==> src/hw/rtl/pps_pkg.sv <==
// Shared types and constants for the preemptive priority scheduler.
package pps_pkg;

    localparam int TASK_SLOTS = 16;
    localparam int SLOT_W     = (TASK_SLOTS > 1) ? $clog2(TASK_SLOTS) : 1;
    localparam int CNT_W      = $clog2(TASK_SLOTS + 1);

    localparam logic KIND_LOAD = 1'b0;
    localparam logic KIND_TICK = 1'b1;

    localparam logic [1:0] STATUS_RAN  = 2'd0;
    localparam logic [1:0] STATUS_IDLE = 2'd1;
    localparam logic [1:0] STATUS_DONE = 2'd2;

    localparam logic [15:0] TIME_MAX = 16'hFFFF;

    typedef struct packed {
        logic        kind;
        logic [15:0] task_id;
        logic [15:0] arrival_time;
        logic [15:0] work_units;
        logic [7:0]  task_priority;
    } t_in;

    typedef struct packed {
        logic [1:0]  status;
        logic [15:0] run_id;
        logic [7:0]  run_priority;
        logic [15:0] units_left;
        logic        preempted;
        logic [15:0] preempted_id;
        logic [15:0] tick_time;
    } t_out;

    typedef struct packed {
        logic [15:0] id;
        logic [15:0] arrival;
        logic [15:0] work;
        logic [7:0]  prio;
    } t_entry;

    localparam int ENTRY_W = $bits(t_entry);

endpackage

==> src/hw/rtl/pps_ram.sv <==
// Generic single-port RAM with registered read.
module pps_ram #(
    parameter int WIDTH = 56,
    parameter int DEPTH = 16
) (
    input  logic                             i_clk,
    input  logic                             i_we,
    input  logic [$clog2(DEPTH)-1:0]         i_addr,
    input  logic [WIDTH-1:0]                 i_wdata,
    output logic [WIDTH-1:0]                 o_rdata
);

    logic [WIDTH-1:0] r_mem [DEPTH];
    logic [WIDTH-1:0] r_rdata;

    always_ff @(posedge i_clk) begin
        if (i_we) begin
            r_mem[i_addr] <= i_wdata;
        end
        r_rdata <= r_mem[i_addr];
    end

    assign o_rdata = r_rdata;

endmodule

==> src/hw/rtl/preemptive_priority_scheduler_top.sv <==
// Preemptive priority scheduler top level: task table RAM, tick scan sequencer, output register.
// Load: accepted while idle, no result. Tick: one table read per loaded slot plus a read drain,
// then, if a task is ready, a read of the last-run entry (S_PREV, S_PCHK) and the output and
// write-back state S_OUT; with none ready the scan ends in S_OUT; an empty table skips the scan.
// One item is in work at a time; the next can be taken in the cycle its result first shows valid.
// Synchronous active-low reset clears count, time, last-run state and the sequencer.
module preemptive_priority_scheduler_top import pps_pkg::*; (
    input  logic i_clk,
    input  logic i_rst_n,
    input  logic i_valid,
    output logic o_stall,
    input  t_in  i_data,
    output logic o_valid,
    input  logic i_stall,
    output t_out o_data
);

    typedef enum logic [4:0] {
        S_IDLE = 5'b00001,
        S_SCAN = 5'b00010,
        S_PREV = 5'b00100,
        S_PCHK = 5'b01000,
        S_OUT  = 5'b10000
    } t_state;

    t_state              r_state, n_state;
    logic [CNT_W-1:0]    r_count, n_count;
    logic [15:0]         r_time, n_time;
    logic [SLOT_W-1:0]   r_last_slot, n_last_slot;
    logic                r_last_valid, n_last_valid;
    logic [CNT_W-1:0]    r_idx, n_idx;
    logic                r_pend, n_pend;
    logic [SLOT_W-1:0]   r_pslot, n_pslot;
    logic                r_found, n_found;
    logic                r_any, n_any;
    logic [SLOT_W-1:0]   r_best_slot, n_best_slot;
    t_entry              r_best, n_best;
    logic                r_preempt, n_preempt;
    logic [15:0]         r_pid, n_pid;
    logic                r_out_valid, n_out_valid;
    t_out                r_out, n_out;

    logic                ram_we;
    logic [SLOT_W-1:0]   ram_addr;
    t_entry              ram_wdata;
    logic [ENTRY_W-1:0]  ram_rdata;
    t_entry              rd_entry;
    logic                in_xfer;
    logic                issue;

    pps_ram #(
        .WIDTH(ENTRY_W),
        .DEPTH(TASK_SLOTS)
    ) u_table (
        .i_clk  (i_clk),
        .i_we   (ram_we),
        .i_addr (ram_addr),
        .i_wdata(ram_wdata),
        .o_rdata(ram_rdata)
    );

    assign rd_entry = t_entry'(ram_rdata);
    assign o_stall  = (r_state != S_IDLE);
    assign in_xfer  = i_valid && !o_stall;
    assign o_valid  = r_out_valid;
    assign o_data   = r_out;

    always_comb begin
        n_state      = r_state;
        n_count      = r_count;
        n_time       = r_time;
        n_last_slot  = r_last_slot;
        n_last_valid = r_last_valid;
        n_idx        = r_idx;
        n_pend       = r_pend;
        n_pslot      = r_pslot;
        n_found      = r_found;
        n_any        = r_any;
        n_best_slot  = r_best_slot;
        n_best       = r_best;
        n_preempt    = r_preempt;
        n_pid        = r_pid;
        n_out_valid  = r_out_valid;
        n_out        = r_out;
        ram_we       = 1'b0;
        ram_addr     = r_count[SLOT_W-1:0];
        ram_wdata.id      = i_data.task_id;
        ram_wdata.arrival = i_data.arrival_time;
        ram_wdata.work    = i_data.work_units;
        ram_wdata.prio    = i_data.task_priority;
        issue        = 1'b0;

        if (r_out_valid && !i_stall) begin
            n_out_valid = 1'b0;
        end

        case (r_state)
            S_IDLE: begin
                if (in_xfer) begin
                    if (i_data.kind == KIND_LOAD) begin
                        if (r_count < CNT_W'(TASK_SLOTS)) begin
                            ram_we  = 1'b1;
                            n_count = r_count + CNT_W'(1);
                        end
                    end else begin
                        n_idx     = '0;
                        n_pend    = 1'b0;
                        n_found   = 1'b0;
                        n_any     = 1'b0;
                        n_preempt = 1'b0;
                        n_pid     = '0;
                        n_state   = (r_count == '0) ? S_OUT : S_SCAN;
                    end
                end
            end
            S_SCAN: begin
                ram_addr = r_idx[SLOT_W-1:0];
                issue    = (r_idx < r_count);
                n_pend   = issue;
                n_pslot  = r_idx[SLOT_W-1:0];
                if (issue) begin
                    n_idx = r_idx + CNT_W'(1);
                end
                if (r_pend && rd_entry.work != '0) begin
                    n_any = 1'b1;
                    if (rd_entry.arrival <= r_time &&
                        (!r_found || rd_entry.prio < r_best.prio)) begin
                        n_found     = 1'b1;
                        n_best_slot = r_pslot;
                        n_best      = rd_entry;
                    end
                end
                if (!issue && !r_pend) begin
                    n_state = r_found ? S_PREV : S_OUT;
                end
            end
            S_PREV: begin
                ram_addr = r_last_slot;
                n_state  = S_PCHK;
            end
            S_PCHK: begin
                n_preempt = r_last_valid && (r_last_slot != r_best_slot) &&
                            (rd_entry.work != '0);
                n_pid     = n_preempt ? rd_entry.id : 16'd0;
                n_state   = S_OUT;
            end
            S_OUT: begin
                if (!r_out_valid || !i_stall) begin
                    n_out_valid = 1'b1;
                    n_out       = '0;
                    n_out.tick_time = r_time;
                    if (r_found) begin
                        ram_we             = 1'b1;
                        ram_addr           = r_best_slot;
                        ram_wdata          = r_best;
                        ram_wdata.work     = r_best.work - 16'd1;
                        n_out.status       = STATUS_RAN;
                        n_out.run_id       = r_best.id;
                        n_out.run_priority = r_best.prio;
                        n_out.units_left   = r_best.work - 16'd1;
                        n_out.preempted    = r_preempt;
                        n_out.preempted_id = r_pid;
                        n_last_slot        = r_best_slot;
                        n_last_valid       = 1'b1;
                    end else begin
                        n_out.status = r_any ? STATUS_IDLE : STATUS_DONE;
                    end
                    if (r_time != TIME_MAX) begin
                        n_time = r_time + 16'd1;
                    end
                    n_state = S_IDLE;
                end
            end
            default: begin
                n_state = S_IDLE;
            end
        endcase
    end

    always_ff @(posedge i_clk) begin
        if (!i_rst_n) begin
            r_state      <= S_IDLE;
            r_count      <= '0;
            r_time       <= '0;
            r_last_slot  <= '0;
            r_last_valid <= 1'b0;
            r_pend       <= 1'b0;
            r_out_valid  <= 1'b0;
        end else begin
            r_state      <= n_state;
            r_count      <= n_count;
            r_time       <= n_time;
            r_last_slot  <= n_last_slot;
            r_last_valid <= n_last_valid;
            r_pend       <= n_pend;
            r_out_valid  <= n_out_valid;
        end
    end

    always_ff @(posedge i_clk) begin
        r_idx       <= n_idx;
        r_pslot     <= n_pslot;
        r_found     <= n_found;
        r_any       <= n_any;
        r_best_slot <= n_best_slot;
        r_best      <= n_best;
        r_preempt   <= n_preempt;
        r_pid       <= n_pid;
        r_out       <= n_out;
    end

    a_count_bound: assert property (@(posedge i_clk) disable iff (!i_rst_n)
        r_count <= CNT_W'(TASK_SLOTS))
        else $error("loaded count past table size");

    a_scan_bound: assert property (@(posedge i_clk) disable iff (!i_rst_n)
        (r_state == S_SCAN) |-> (r_idx <= r_count))
        else $error("scan index past loaded count");

    a_preempt_ran: assert property (@(posedge i_clk) disable iff (!i_rst_n)
        (o_valid && o_data.preempted) |-> (o_data.status == STATUS_RAN))
        else $error("preemption flagged without a task run");

    a_time_mono: assert property (@(posedge i_clk) disable iff (!i_rst_n)
        $past(i_rst_n) |-> (r_time >= $past(r_time)))
        else $error("time counter moved backward");

endmodule

==> config.mk <==
export PLATFORM = sky130hd
export DESIGN_NAME = preemptive_priority_scheduler_top
export DESIGN_NICKNAME = d
export VERILOG_FILES = /design/src/hw/rtl/pps_pkg.sv /design/src/hw/rtl/pps_ram.sv /design/src/hw/rtl/preemptive_priority_scheduler_top.sv
export SDC_FILE = /design/constraint.sdc
export NUM_CORES = 1
export LEC_CHECK = 0
export ABC_AREA = 1
export BUFFER_PORTS_ARGS = -buffer_cell sky130_fd_sc_hd__buf_2
export CAP_MARGIN = 10
export CORE_MARGIN = 10
export CORE_UTILIZATION = 55
export CTS_CLUSTER_SIZE = 24
export DETAILED_ROUTE_END_ITERATION = 10
export PLACE_DENSITY = 0.77
export RECOVER_POWER = 100
export SKIP_LAST_GASP = 1
export SYNTH_ARGS = -nofsm -noshare
export SYNTH_HDL_FRONTEND = slang
export SYNTH_SLANG_ARGS = --single-unit
==> constraint.sdc <==
create_clock -name i_clk -period 13.8 [get_ports i_clk]
set_clock_uncertainty 0.2 [all_clocks]
set_input_delay 0.69 -clock i_clk [delete_from_list [all_inputs] [get_ports i_clk]]
set_output_delay 0.69 -clock i_clk [all_outputs]
set_load 0.01 [all_outputs]
==> flow_metrics.tcl <==
set metrics [dict create \
    power.density_mw_per_mm2 174 \
    ys_seq_area_share_pct 66.8 \
    grt_start_max_net_pins 225 \
    cts_max_level 3 \
    power.share.sequential_pct 44.3 \
    post_cts_buffers 0 \
    dp.final_hpwl_mm 67.9 \
    final_critical_path_setup_slack_ps 4530 \
    grt_remaining_overflow 0 \
    initialDrtViolationCount 4075 \
    via_count_of_the_first_global_routing_pass 33900 \
    syn-num-nets 4959 \
    dp_cells 5998 \
    finalHoldViolCount 0 \
    worst-endpoint-arrival_ps 9370 \
    syn_area_sq_mm 0.0503 \
    cts.root.buffer_cell "sky130_fd_sc_hd__clkbuf_16" \
    multi_input_area_sq_mm 0.0121 \
    nFillCells 6888 \
    maximum_vdd_drop_uv 119 \
    synth-warning-count 0 \
    timing_max_transition_violations_final 499 \
    met2WireLength_mm 60.4 \
    netSwitchingPower_uw 2980 \
    grt_first_pass_wirelength_mm 194 \
    fp-row-count 110 \
    synth-edff-count 1059 \
    drc 0 \
    floorplan.initialDensity_pct 55.6 \
    yosys.area.top_type_share_pct 63.2 \
    antenna_left 0 \
    total_of_cells_resized_after_clock_tree_synthesis 0 \
    route.layer.met1.wl_mm 48.2 \
    synth_cells 4866 \
    route.met3.wl_mm 12.5 \
    combinationalPowerShare_pct 22.0 \
    distinct_cells_synth 45 \
    fp.dieArea_sq_mm 0.104 \
    criticalPathCategory "reg -> reg" \
    timing.setup.tns_ps 0 \
    maxClockFrequency_mhz 108 \
    ys_dominant_reg_cell "sky130_fd_sc_hd__edfxtp_1" \
    synth.top_cells.by_area "sky130_fd_sc_hd__edfxtp_1 (63%), sky130_fd_sc_hd__nand2_1 (9.8%), sky130_fd_sc_hd__inv_1 (7.0%), sky130_fd_sc_hd__nand3_1 (6.9%), sky130_fd_sc_hd__dfxtp_1 (3.5%)" \
    die-height_um 322 \
    ys_seq_elements 1148 \
    share_of_synthesized_flip_flops_with_an_asynchronous_set_or_reset_pct 0 \
    slew-limit-headroom_pct -129 \
    via_count 34500 \
    cp.required_ps 13900 \
    yosysMostFrequentCell "sky130_fd_sc_hd__nand2_1" \
    cts_tree "done" \
    post_drt_via_cell_ratio 5.56 \
    grt_setup_unrepaired "no" \
    crit_path_start_kind "flop" \
    timing.final.setup_violations 0 \
    drt_first_pass_iters 6 \
    clkSinkCount 1148 \
    final_cells 6213 \
    syn-mean-instance-area_sq_um 10.3 \
    sequential_cell_area_sq_mm 0.0336 \
    cts_made_buffers 114 \
    hold_fix_buffers_at_cts 0 \
    maxUsedRoutingLayer "met4" \
    io_pins 138 \
    cp_max_fo 114 \
    floorplan_core_area_sq_mm 0.0904 \
    finish.net_count 5032 \
    grt_util_all_layers_pct 23.9 \
    max_cap_viol_count 15 \
    antenna_diode_count 0 \
    synthTopCellsByCount "sky130_fd_sc_hd__nand2_1 (1310), sky130_fd_sc_hd__edfxtp_1 (1059), sky130_fd_sc_hd__inv_1 (932), sky130_fd_sc_hd__nand3_1 (694), sky130_fd_sc_hd__nand3b_1 (226)" \
    finalWeightedCongestion 0.825 \
    die_width_um 322 \
    violated_checks "max-capacitance violations, max-slew violations" \
    share_of_final_layout_standard_cells_stronger_than_drive_strength_1_pct 6.02 \
    min_path_type "in -> reg" \
    number_of_antenna_violations_at_the_first_check_in_global_routing 2 \
    cts.path.max_buffers 3 \
    leakage_dissipation_uw 0.0235 \
    fin_crit_ps 9270 \
    hold-worst-slack_ps 103 \
    cts.reportedPaths.clkPinSlew_ps 60 \
    detail_route.wl_per_cell_um 20.3 \
    place_worst_setup_slack_ps 7840 \
    clk_latency_ps 710 \
    cell_internal_pwr_uw 6680 \
    tightestPinTransition_ps 3430 \
    area_growth_from_synthesis_to_layout_pct 10.6 \
    final_worst_path_cycle_share_pct 67.2 \
    switching_share_pct 30.8 \
    cp-end-kind "flop" \
    outcome "finished with violations" \
    finalWirelength_mm 126 \
    proportion_of_power_drawn_by_the_clock_network_pct 33.7 \
    port_buffers 137 \
    synth_area_leader_cell "sky130_fd_sc_hd__edfxtp_1" \
]
## state kept, by name (all words and copies together) (netlist names)
signal           flops
u_table.r_mem      896
o_data              75
r_best              56
u_table.o_rdata     56
r_pid               16
r_time              16
r_count              5
r_idx                5
r_state              5
r_best_slot          4
r_last_slot          4
r_pslot              4
o_valid              1
r_any                1
r_found              1
r_last_valid         1
r_pend               1
r_preempt            1
## metrics by stage
stage	utilization [%]	total power, uW	cell area, sq um
6_report	61.5	9660	55600
4_1_cts	61.8	9670	55900
3_5_place_dp	57.5	6440	52000
2_1_floorplan	-	5790	50300
5_1_grt	61.5	10100	55600
3_3_place_gp	57.5	6380	52000
## layer usage
layer  global-route usage [%]  vias to the layer above
li1                         -                    15900
met1                     31.0                    16400
met2                     39.6                     1855
met3                     3.79                      287
met4                     10.2                        0
met5                        0                        -
## path summary, 6_finish.rpt
check | startpoint | endpoint | slack (ps) | cells past startpoint
min reg2reg | u_table.o_rdata[13] | r_best[13] | 210 | 0
max | r_state[2] | u_table.r_mem[10][9] | 4530 | 9
max reg2reg | r_state[2] | u_table.r_mem[10][9] | 4530 | 9
min | i_stall | o_valid | 100 | 3
## placed cells by master, fill, tap and decap left out, types with 5 or more instances in the layout
| cell | Yosys | routed |
|---|---|---|
| sky130_fd_sc_hd__clkbuf_8 | 0 | 11 |
| sky130_fd_sc_hd__clkbuf_16 | 0 | 116 |
| sky130_fd_sc_hd__inv_1 | 932 | 932 |
| sky130_fd_sc_hd__clkinv_1 | 1 | 13 |
| sky130_fd_sc_hd__bufinv_16 | 0 | 18 |
| sky130_fd_sc_hd__clkbuf_1 | 61 | 131 |
| sky130_fd_sc_hd__nand3b_1 | 226 | 226 |
| sky130_fd_sc_hd__nand3_1 | 694 | 696 |
| sky130_fd_sc_hd__clkinv_2 | 0 | 21 |
| sky130_fd_sc_hd__xor2_1 | 10 | 10 |
| sky130_fd_sc_hd__nor2_4 | 4 | 18 |
| sky130_fd_sc_hd__o21a_1 | 6 | 6 |
| sky130_fd_sc_hd__nand4_1 | 17 | 17 |
| sky130_fd_sc_hd__buf_2 | 128 | 59 |
| sky130_fd_sc_hd__nor3_1 | 15 | 15 |
| sky130_fd_sc_hd__nor4_1 | 5 | 5 |
| sky130_fd_sc_hd__edfxtp_1 | 1059 | 1059 |
| sky130_fd_sc_hd__dfxtp_1 | 89 | 89 |
| sky130_fd_sc_hd__buf_4 | 24 | 32 |
| sky130_fd_sc_hd__nor2_1 | 95 | 83 |
| sky130_fd_sc_hd__a21oi_1 | 49 | 49 |
| sky130_fd_sc_hd__a22o_1 | 5 | 5 |
| sky130_fd_sc_hd__o21ai_0 | 38 | 38 |
| sky130_fd_sc_hd__nand2_1 | 1310 | 1310 |
| sky130_fd_sc_hd__ha_1 | 32 | 32 |
## worst max-delay path: stages (launching register included)
cell and delay [ps]:
sky130_fd_sc_hd__dfxtp_1 330, sky130_fd_sc_hd__nor2_1 420, sky130_fd_sc_hd__nand3_1 1650, sky130_fd_sc_hd__nand3_1 2800
sky130_fd_sc_hd__nand2_8 820, sky130_fd_sc_hd__inv_1 300, sky130_fd_sc_hd__nand2_1 270, sky130_fd_sc_hd__nor2_1 1130
sky130_fd_sc_hd__buf_12 310, sky130_fd_sc_hd__buf_4 510
## cell families after synthesis
kind of cell,synth area share (%)
simple gates,21.6
compound gates,1.26
buf+inv,9.38
fa+ha+maj,0.796
xor+xnor,0.209
flops,66.8
## power by group through the flow
stage               clock network, uW  logic (uW)  registers, uW
floorplan                           0        1500           4290
CTS                              3280        2120           4270
global placement                    0        2040           4340
global route                     3420        2360           4290
finish                           3260        2120           4280
detailed placement                  0        2100           4340
## area by class of cell
class / count / share of cell area (%)
Multi-Input combinational cell: 2538 / 21.7
Sequential cell: 1148 / 60.4
Clock buffer: 154 / 5.67
Tap cell: 1176 / 2.65
Clock inverter: 60 / 1.44
Timing Repair Buffer: 199 / 1.81
Inverter: 938 / 6.35
(Power assumes the default switching activity.)
